## config.mk

```make
export PLATFORM = sky130hd
export DESIGN_NAME = modbus_rtu_request_checker_unit
export DESIGN_NICKNAME = d
export VERILOG_FILES = /design/src/rtl/mrc_pkg.sv /design/src/rtl/mrc_ram.sv /design/src/rtl/mrc_crc.sv /design/src/rtl/modbus_rtu_request_checker_unit.sv
export SDC_FILE = /design/constraint.sdc
export NUM_CORES = 1
export LEC_CHECK = 0
export BUFFER_PORTS_ARGS = -buffer_cell sky130_fd_sc_hd__buf_2
export CAP_MARGIN = 0
export CORE_UTILIZATION = 52
export DETAILED_ROUTE_END_ITERATION = 16
export GPL_TIMING_DRIVEN = 0
export PLACE_DENSITY = 0.68
export SETUP_SLACK_MARGIN = 0.05
export SYNTH_ARGS = -nofsm -noshare
export SYNTH_HDL_FRONTEND = slang
export SYNTH_SLANG_ARGS = --single-unit
```

## constraint.sdc

```tcl
create_clock -name i_clk -period 11.7 [get_ports i_clk]
set_input_delay 1.17 -clock i_clk [delete_from_list [all_inputs] [get_ports i_clk]]
set_output_delay 1.17 -clock i_clk [all_outputs]
set_load 0.01 [all_outputs]
```

## src/rtl/mrc_pkg.sv

```systemverilog
// shared types, constants and codes of the modbus rtu request checker
`timescale 1ns / 1ps

package mrc_pkg;

    // frame buffer geometry
    localparam int BUFFER_DEPTH    = 128;
    localparam int MAX_WRITE_WORDS = 64;
    localparam int ADDR_W          = $clog2(BUFFER_DEPTH);
    localparam int LEN_W           = $clog2(BUFFER_DEPTH + 1);
    localparam int MIN_FRAME       = 8;

    // crc-16 constants
    localparam logic [15:0] CRC_INIT = 16'hFFFF;
    localparam logic [15:0] CRC_POLY = 16'hA001;

    // function codes
    localparam logic [7:0] FN_READ       = 8'h03;
    localparam logic [7:0] FN_WRITE_ONE  = 8'h06;
    localparam logic [7:0] FN_WRITE_MANY = 8'h10;

    // input kinds
    localparam logic KIND_BYTE = 1'b0;
    localparam logic KIND_POLL = 1'b1;

    // configuration register indexes
    localparam logic CFG_SLAVE_ADDRESS   = 1'b0;
    localparam logic CFG_READ_WORD_LIMIT = 1'b1;

    // status codes
    localparam logic [2:0] ST_READ_OK     = 3'd0;
    localparam logic [2:0] ST_WRITE_ONE   = 3'd1;
    localparam logic [2:0] ST_WRITE_MANY  = 3'd2;
    localparam logic [2:0] ST_CRC_ERROR   = 3'd3;
    localparam logic [2:0] ST_BAD_LENGTH  = 3'd4;
    localparam logic [2:0] ST_OTHER_FN    = 3'd5;

    typedef struct packed {
        logic       kind;
        logic [7:0] rx_byte;
    } t_req;

    typedef struct packed {
        logic [2:0]  status;
        logic [7:0]  function_code;
        logic [15:0] start_address;
        logic [15:0] count_or_value;
        logic [7:0]  declared_bytes;
        logic [7:0]  frame_length;
    } t_rsp;

endpackage

```

## src/rtl/mrc_ram.sv

```systemverilog
// generic single write port, single read port ram with registered read
`timescale 1ns / 1ps

module mrc_ram #(
    parameter int WIDTH = 8,
    parameter int DEPTH = 128
) (
    input  logic                     i_clk,
    input  logic                     i_we,
    input  logic [$clog2(DEPTH)-1:0] i_waddr,
    input  logic [WIDTH-1:0]         i_wdata,
    input  logic                     i_re,
    input  logic [$clog2(DEPTH)-1:0] i_raddr,
    output logic [WIDTH-1:0]         o_rdata
);

    logic [WIDTH-1:0] r_mem [DEPTH];
    logic [WIDTH-1:0] r_rdata;

    // write port
    always_ff @(posedge i_clk) begin
        if (i_we) begin
            r_mem[i_waddr] <= i_wdata;
        end
    end

    // registered read port
    always_ff @(posedge i_clk) begin
        if (i_re) begin
            r_rdata <= r_mem[i_raddr];
        end
    end

    assign o_rdata = r_rdata;

endmodule

```

## src/rtl/mrc_crc.sv

```systemverilog
// modbus crc-16 accumulator, one byte per cycle while i_en is high
`timescale 1ns / 1ps

module mrc_crc
    import mrc_pkg::*;
(
    input  logic        i_clk,
    input  logic        i_init,
    input  logic        i_en,
    input  logic [7:0]  i_byte,
    output logic [15:0] o_crc
);

    logic [15:0] r_crc;
    logic [15:0] n_crc;

    // eight reflected shift steps over one byte
    always_comb begin
        logic [15:0] v;
        v = r_crc ^ {8'h00, i_byte};
        for (int b = 0; b < 8; b++) begin
            if (v[0]) begin
                v = (v >> 1) ^ CRC_POLY;
            end else begin
                v = v >> 1;
            end
        end
        n_crc = v;
    end

    always_ff @(posedge i_clk) begin
        if (i_init) begin
            r_crc <= CRC_INIT;
        end else if (i_en) begin
            r_crc <= n_crc;
        end
    end

    assign o_crc = r_crc;

endmodule

```

## src/rtl/modbus_rtu_request_checker_unit.sv

```systemverilog
// top level of the modbus rtu request checker
//
//  channel | direction | handshake               | payload
//  --------+-----------+-------------------------+-------------------------------
//  in      | input     | i_in_valid / o_in_ready | i_in_data  (t_req)
//  out     | output    | o_out_valid/i_out_ready | o_out_data (t_rsp)
//  cfg     | input     | i_cfg_we                | i_cfg_index, i_cfg_data
//
// a received byte is written into the frame ram at the fill count; on a full buffer
// it is dropped and the fill count cleared. a poll with n >= 8 buffered bytes walks
// the frame, one ram read per cycle feeding the byte-wide crc unit, and the status
// is decided in the fin state. an address mismatch ends the walk after the first byte.
// reset (synchronous, active low) clears the fill count, the sequencer and the output.
// a finished request waits in the output register; bytes are taken meanwhile, and a
// further poll holds in its decision cycle until the output register is free.
`timescale 1ns / 1ps

module modbus_rtu_request_checker_unit
    import mrc_pkg::*;
(
    input  logic       i_clk,
    input  logic       i_rst_n,
    input  logic       i_in_valid,
    output logic       o_in_ready,
    input  t_req       i_in_data,
    output logic       o_out_valid,
    input  logic       i_out_ready,
    output t_rsp       o_out_data,
    input  logic       i_cfg_we,
    input  logic       i_cfg_index,
    input  logic [7:0] i_cfg_data
);

    localparam logic [1:0] S_IDLE = 2'd0;
    localparam logic [1:0] S_READ = 2'd1;
    localparam logic [1:0] S_FIN  = 2'd2;

    logic [1:0]       r_state, n_state;
    logic [LEN_W-1:0] r_len, n_len;
    logic [LEN_W-1:0] r_rd_idx, n_rd_idx;
    logic [LEN_W-1:0] r_dat_idx;
    logic             r_dat_vld;
    logic [7:0]       r_slave_address;
    logic [6:0]       r_read_word_limit;
    logic [7:0]       r_fn;
    logic [15:0]      r_addr;
    logic [15:0]      r_cnt;
    logic [7:0]       r_bc;
    logic [15:0]      r_crc_rx;
    logic             r_out_valid;
    t_rsp             r_out;

    logic             in_acc;
    logic             ram_we, ram_re;
    logic [7:0]       ram_rdata;
    logic             crc_init, crc_en;
    logic [15:0]      crc_val;
    logic [LEN_W-1:0] last_idx, crc_lo_idx;
    logic             out_free, out_load;
    logic [2:0]       status;
    logic [16:0]      twice_cnt;
    logic [17:0]      len_need;

    assign o_in_ready = (r_state == S_IDLE);
    assign in_acc     = i_in_valid && o_in_ready;
    assign out_free   = !r_out_valid || i_out_ready;
    assign out_load   = (r_state == S_FIN) && out_free;
    assign last_idx   = r_len - LEN_W'(1);
    assign crc_lo_idx = r_len - LEN_W'(2);

    // frame storage
    assign ram_we = in_acc && (i_in_data.kind == KIND_BYTE) && (r_len < LEN_W'(BUFFER_DEPTH));
    assign ram_re = (r_state == S_READ) && (r_rd_idx < r_len);

    mrc_ram #(
        .WIDTH (8),
        .DEPTH (BUFFER_DEPTH)
    ) u_ram (
        .i_clk   (i_clk),
        .i_we    (ram_we),
        .i_waddr (r_len[ADDR_W-1:0]),
        .i_wdata (i_in_data.rx_byte),
        .i_re    (ram_re),
        .i_raddr (r_rd_idx[ADDR_W-1:0]),
        .o_rdata (ram_rdata)
    );

    // crc over every byte before the trailing crc pair
    assign crc_init = in_acc && (i_in_data.kind == KIND_POLL);
    assign crc_en   = (r_state == S_READ) && r_dat_vld && (r_dat_idx < crc_lo_idx);

    mrc_crc u_crc (
        .i_clk  (i_clk),
        .i_init (crc_init),
        .i_en   (crc_en),
        .i_byte (ram_rdata),
        .o_crc  (crc_val)
    );

    // sequencer
    always_comb begin
        n_state  = r_state;
        n_len    = r_len;
        n_rd_idx = r_rd_idx;
        case (r_state)
            S_IDLE: begin
                if (in_acc) begin
                    if (i_in_data.kind == KIND_BYTE) begin
                        if (r_len < LEN_W'(BUFFER_DEPTH)) begin
                            n_len = r_len + LEN_W'(1);
                        end else begin
                            n_len = '0;
                        end
                    end else if (r_len >= LEN_W'(MIN_FRAME)) begin
                        n_state  = S_READ;
                        n_rd_idx = '0;
                    end
                end
            end
            S_READ: begin
                if (ram_re) begin
                    n_rd_idx = r_rd_idx + LEN_W'(1);
                end
                if (r_dat_vld) begin
                    if (r_dat_idx == '0 && ram_rdata != r_slave_address) begin
                        n_state = S_IDLE;
                        n_len   = '0;
                    end else if (r_dat_idx == last_idx) begin
                        n_state = S_FIN;
                    end
                end
            end
            S_FIN: begin
                if (out_free) begin
                    n_state = S_IDLE;
                    n_len   = '0;
                end
            end
            default: begin
                n_state = S_IDLE;
            end
        endcase
    end

    always_ff @(posedge i_clk) begin
        if (!i_rst_n) begin
            r_state   <= S_IDLE;
            r_len     <= '0;
            r_rd_idx  <= '0;
            r_dat_vld <= 1'b0;
        end else begin
            r_state   <= n_state;
            r_len     <= n_len;
            r_rd_idx  <= n_rd_idx;
            r_dat_vld <= ram_re;
        end
    end

    // index of the byte arriving from the ram
    always_ff @(posedge i_clk) begin
        if (ram_re) begin
            r_dat_idx <= r_rd_idx;
        end
    end

    // capture decoded header fields and received crc
    always_ff @(posedge i_clk) begin
        if (r_state == S_READ && r_dat_vld) begin
            if (r_dat_idx == LEN_W'(1)) r_fn <= ram_rdata;
            if (r_dat_idx == LEN_W'(2)) r_addr[15:8] <= ram_rdata;
            if (r_dat_idx == LEN_W'(3)) r_addr[7:0] <= ram_rdata;
            if (r_dat_idx == LEN_W'(4)) r_cnt[15:8] <= ram_rdata;
            if (r_dat_idx == LEN_W'(5)) r_cnt[7:0] <= ram_rdata;
            if (r_dat_idx == LEN_W'(6)) r_bc <= ram_rdata;
            if (r_dat_idx == crc_lo_idx) r_crc_rx[7:0] <= ram_rdata;
            if (r_dat_idx == last_idx) r_crc_rx[15:8] <= ram_rdata;
        end
    end

    // status decision
    assign twice_cnt = {r_cnt, 1'b0};
    assign len_need  = 18'd9 + {1'b0, twice_cnt};

    always_comb begin
        if (r_crc_rx != crc_val) begin
            status = ST_CRC_ERROR;
        end else if (r_fn == FN_READ) begin
            status = (r_cnt != 16'd0 && r_cnt <= {9'd0, r_read_word_limit})
                   ? ST_READ_OK : ST_BAD_LENGTH;
        end else if (r_fn == FN_WRITE_ONE) begin
            status = ST_WRITE_ONE;
        end else if (r_fn == FN_WRITE_MANY) begin
            if (r_cnt != 16'd0 && r_cnt <= 16'(MAX_WRITE_WORDS)
                && 18'(r_len) >= len_need && {9'd0, r_bc} == twice_cnt) begin
                status = ST_WRITE_MANY;
            end else begin
                status = ST_BAD_LENGTH;
            end
        end else begin
            status = ST_OTHER_FN;
        end
    end

    // output register
    always_ff @(posedge i_clk) begin
        if (!i_rst_n) begin
            r_out_valid <= 1'b0;
        end else if (out_load) begin
            r_out_valid <= 1'b1;
        end else if (i_out_ready) begin
            r_out_valid <= 1'b0;
        end
    end

    always_ff @(posedge i_clk) begin
        if (out_load) begin
            r_out.status         <= status;
            r_out.function_code  <= r_fn;
            r_out.start_address  <= r_addr;
            r_out.count_or_value <= r_cnt;
            r_out.declared_bytes <= r_bc;
            r_out.frame_length   <= 8'(r_len);
        end
    end

    assign o_out_valid = r_out_valid;
    assign o_out_data  = r_out;

    // configuration registers
    always_ff @(posedge i_clk) begin
        if (!i_rst_n) begin
            r_slave_address   <= 8'd1;
            r_read_word_limit <= 7'd64;
        end else if (i_cfg_we) begin
            case (i_cfg_index)
                CFG_SLAVE_ADDRESS:   r_slave_address   <= i_cfg_data;
                CFG_READ_WORD_LIMIT: r_read_word_limit <= i_cfg_data[6:0];
                default: begin
                end
            endcase
        end
    end

endmodule

```

==> impl_results.md <==
* R2R setup slack at 6.45 ns
* Status: finished with violations
* GRT overflow at 0
* Clock buffer depth at 3
* First-pass GRT wire length at 185.4 mm
* Placed Cells incl. Taps at 3685
* Setup crit end kind: flip-flop
* Worst setup SP type: flip-flop
* Drc violations at 0
* Adder-cell share of the synthesized area at 0.01124
* Hold_buf cts at 0
* CTS resizes at 0
* DR pass1 iterations at 6
* N_diodes at 0
* Largest net degree at the start of global routing at 97
* Worst hold path startpoint: r_addr[12]
* Final nets at 2695
* Post-route setup TNS at 0 ns
* Die H at 305.4 um
* Post-synthesis simple-gate area fraction at 0.03997
* Final hold vios at 0
* Final wirelength at 131.6 mm
* Max cap viols at 2
* Synth Area in XOR/XNOR at 0.01273
* Clk Latency, worst-skew pair at 0.72 ns
* Post-route ant nets at 0
* Synth Area in Compound Gates at 0.02434
* Unrepaired setup endpoints after global routing: no
* DP HPWL at 86.92 mm
* Clk_skew at 0.06211 ns
* Hold Path End: o_out_data[44]
* Count of cell types in the netlist at 61
* Worst vdd ir at 0.0001970 V
* Final period util at 0.4485
* CTS tree: done
* Largest cells by area after synthesis: edfxtp_1, mux4_2, dfxtp_1, nor2_1, mux2i_1
* Largest family of logic cells by synthesized area: multiplexers
* Area growth from synthesis to layout at 12.69%
* Mapped Area at 47870 um^2
* Clock transition at the registers of the reported paths at 0.06 ns
* Initial Util at 0.5285
* # port buffers at 81
* Setup CP Type: flip-flop to flip-flop
* Final Core Density at 0.5956
* Initial antenna violation count at 1
* Post-DR vias/cell at 6.537
* Worst EP required at 12.05 ns
* I/O pins at 84
* Main synth FF type: edfxtp_1
* Hold path depth at 0
* GR Util All Layers at 0.2849
* Htree depth at 3
* Avg Cell Area, Syn at 19.81 um^2
* Core area at 90560 um^2
* Max_slew headroom at -0.01813
* Count leader, synth: edfxtp_1
* Asr flop ratio synth at 0
* Die W at 305.4 um
* Global placer's final weighted congestion at 0.9965
* Synth top area share at 0.7296
* Final setup fails at 0
* Sequential-to-total area share from yosys stat at 0.7509
* RR Startpoint: r_rd_idx[1]
* Worst slew pin tran at 1.527 ns
* Ys Warns at 0
* Fin Hold WS at 0.4177 ns
* CTS sink cnt at 1214
* Share of layout cells above drive strength 1 at 0.2280
* #FFs+latches synth at 1214
* Top post-synthesis cells by count: edfxtp_1, mux4_2, nor2_1
* R2R Path End: u_ram.o_rdata[5]
* Slew Limit Fails at 11
* Routed WL per cell at 33.68 um
* Worst r2r path cells at 8
* Final Critical Period at 5.247 ns
* Post-route insts no fill at 3909
* Max Freq at 190.6 MHz
* Leakage at 16.50 nW
* DRT iter0 DRCs at 3466
* CP arrival at 5.59 ns
* Failing checks: capacitance limit, slew limit
* Syn Inst Count at 2416
* Setup bufs post-CTS at 0
* Number of global-route vias before repair at 25.21k
* Num CTS Buffers at 118
* Pwr/cell area at 180.4 nW/um^2
* EDFF count, synth at 1163
* Cell Rows at 110
* Dominant cell type by area after synthesis: edfxtp_1
* Via count at 25.56k
* Syn Nets at 2482
* Portion of netlist area occupied by mux cells at 0.1482
* Critical Path Fanout Max at 10
* Root buffer cell: clkbuf_16
* Full die area at 93270 um^2
* Tightest Hold Check Type: flip-flop to flip-flop
## flip-flops by register name (all words and copies together), names as in the netlist, 16 cells and up
name,flops
u_ram.r_mem,1024
r_crc_rx,16
r_addr,16
r_cnt,16
u_crc.o_crc,16
o_out_data,59
## cells in the final DEF, fill, tap and decap left out, types with 28 or more instances in the layout
master,count
clkinv_1,28
inv_1,30
clkbuf_1,78
nand2_1,94
xnor2_1,51
clkbuf_16,120
edfxtp_1,1163
nand3_1,40
o21ai_0,36
ha_1,43
mux2i_1,62
dfxtp_1,51
a21oi_1,33
nor2_1,169
mux4_2,284
buf_2,119
## worst max-delay path by stage
stage / from / to / slack [ns]
2_1_floorplan: i_out_ready / o_out_data[0] / 7.35
3_3_place_gp: r_rd_idx[2] / u_ram.o_rdata[5] / 6.30
3_5_place_dp: r_rd_idx[1] / u_ram.o_rdata[4] / 6.51
4_1_cts: r_rd_idx[1] / u_ram.o_rdata[4] / 6.47
5_1_grt: r_rd_idx[1] / u_ram.o_rdata[5] / 6.48
6_report: r_rd_idx[1] / u_ram.o_rdata[5] / 6.45
## power by group
group          switching [mW]  internal [mW]  total [mW]
logic                   0.713          0.448        1.16
clock network            1.63           2.14        3.77
registers              0.0226           4.78        4.80
total                    2.37           7.37        9.73
## worst max-delay path, stage by stage, from the launching register on
cell	delay, ns
dfxtp_1	0.44
buf_2	0.42
buf_1	1.16
clkbuf_1	1.01
mux4_2	0.43
mux2i_1	0.20
a21oi_1	0.23
o21ai_0	0.12
o311ai_0	0.85
## stage by stage
stage / worst slack [ns] / cell area (um^2) / power [mW]
3_3_place_gp: 6.296 / 49740 / 6.012
2_1_floorplan: 7.353 / 47870 / 5.562
5_1_grt: 6.476 / 53940 / 9.960
4_1_cts: 6.473 / 53930 / 9.739
6_report: 6.453 / 53940 / 9.733
3_5_place_dp: 6.513 / 50080 / 6.038
## logic make-up after synthesis
logic type | after synthesis
AO/OA/AOI/OAI | 174
XOR/XNOR | 68
adder cells (fa/ha/maj) | 43
buffers and inverters | 147
flip-flops | 1214
multiplexers | 353
AND/OR/NAND/NOR | 417
## cell type report
type                            instances  area (um^2)
Buffer                                117        501.7
Clock buffer                          146         3131
Clock inverter                         78        719.4
Fill cell                            6477        36620
Inverter                               30        112.6
Multi-Input combinational cell       1055        11370
Sequential cell                      1214        35940
Tap cell                             1176         1471
Timing Repair Buffer                   93        691.9
## per-layer routing
metal	global-route usage	vias to the layer above	share of wire
met5	0	-	0
met4	0.1180	0	0.050
met3	0.07196	320	0.11
met2	0.4435	1670	0.46
met1	0.3867	13310	0.38
li1	-	10250	-
No activity file was read; power rests on OpenSTA's default activity.
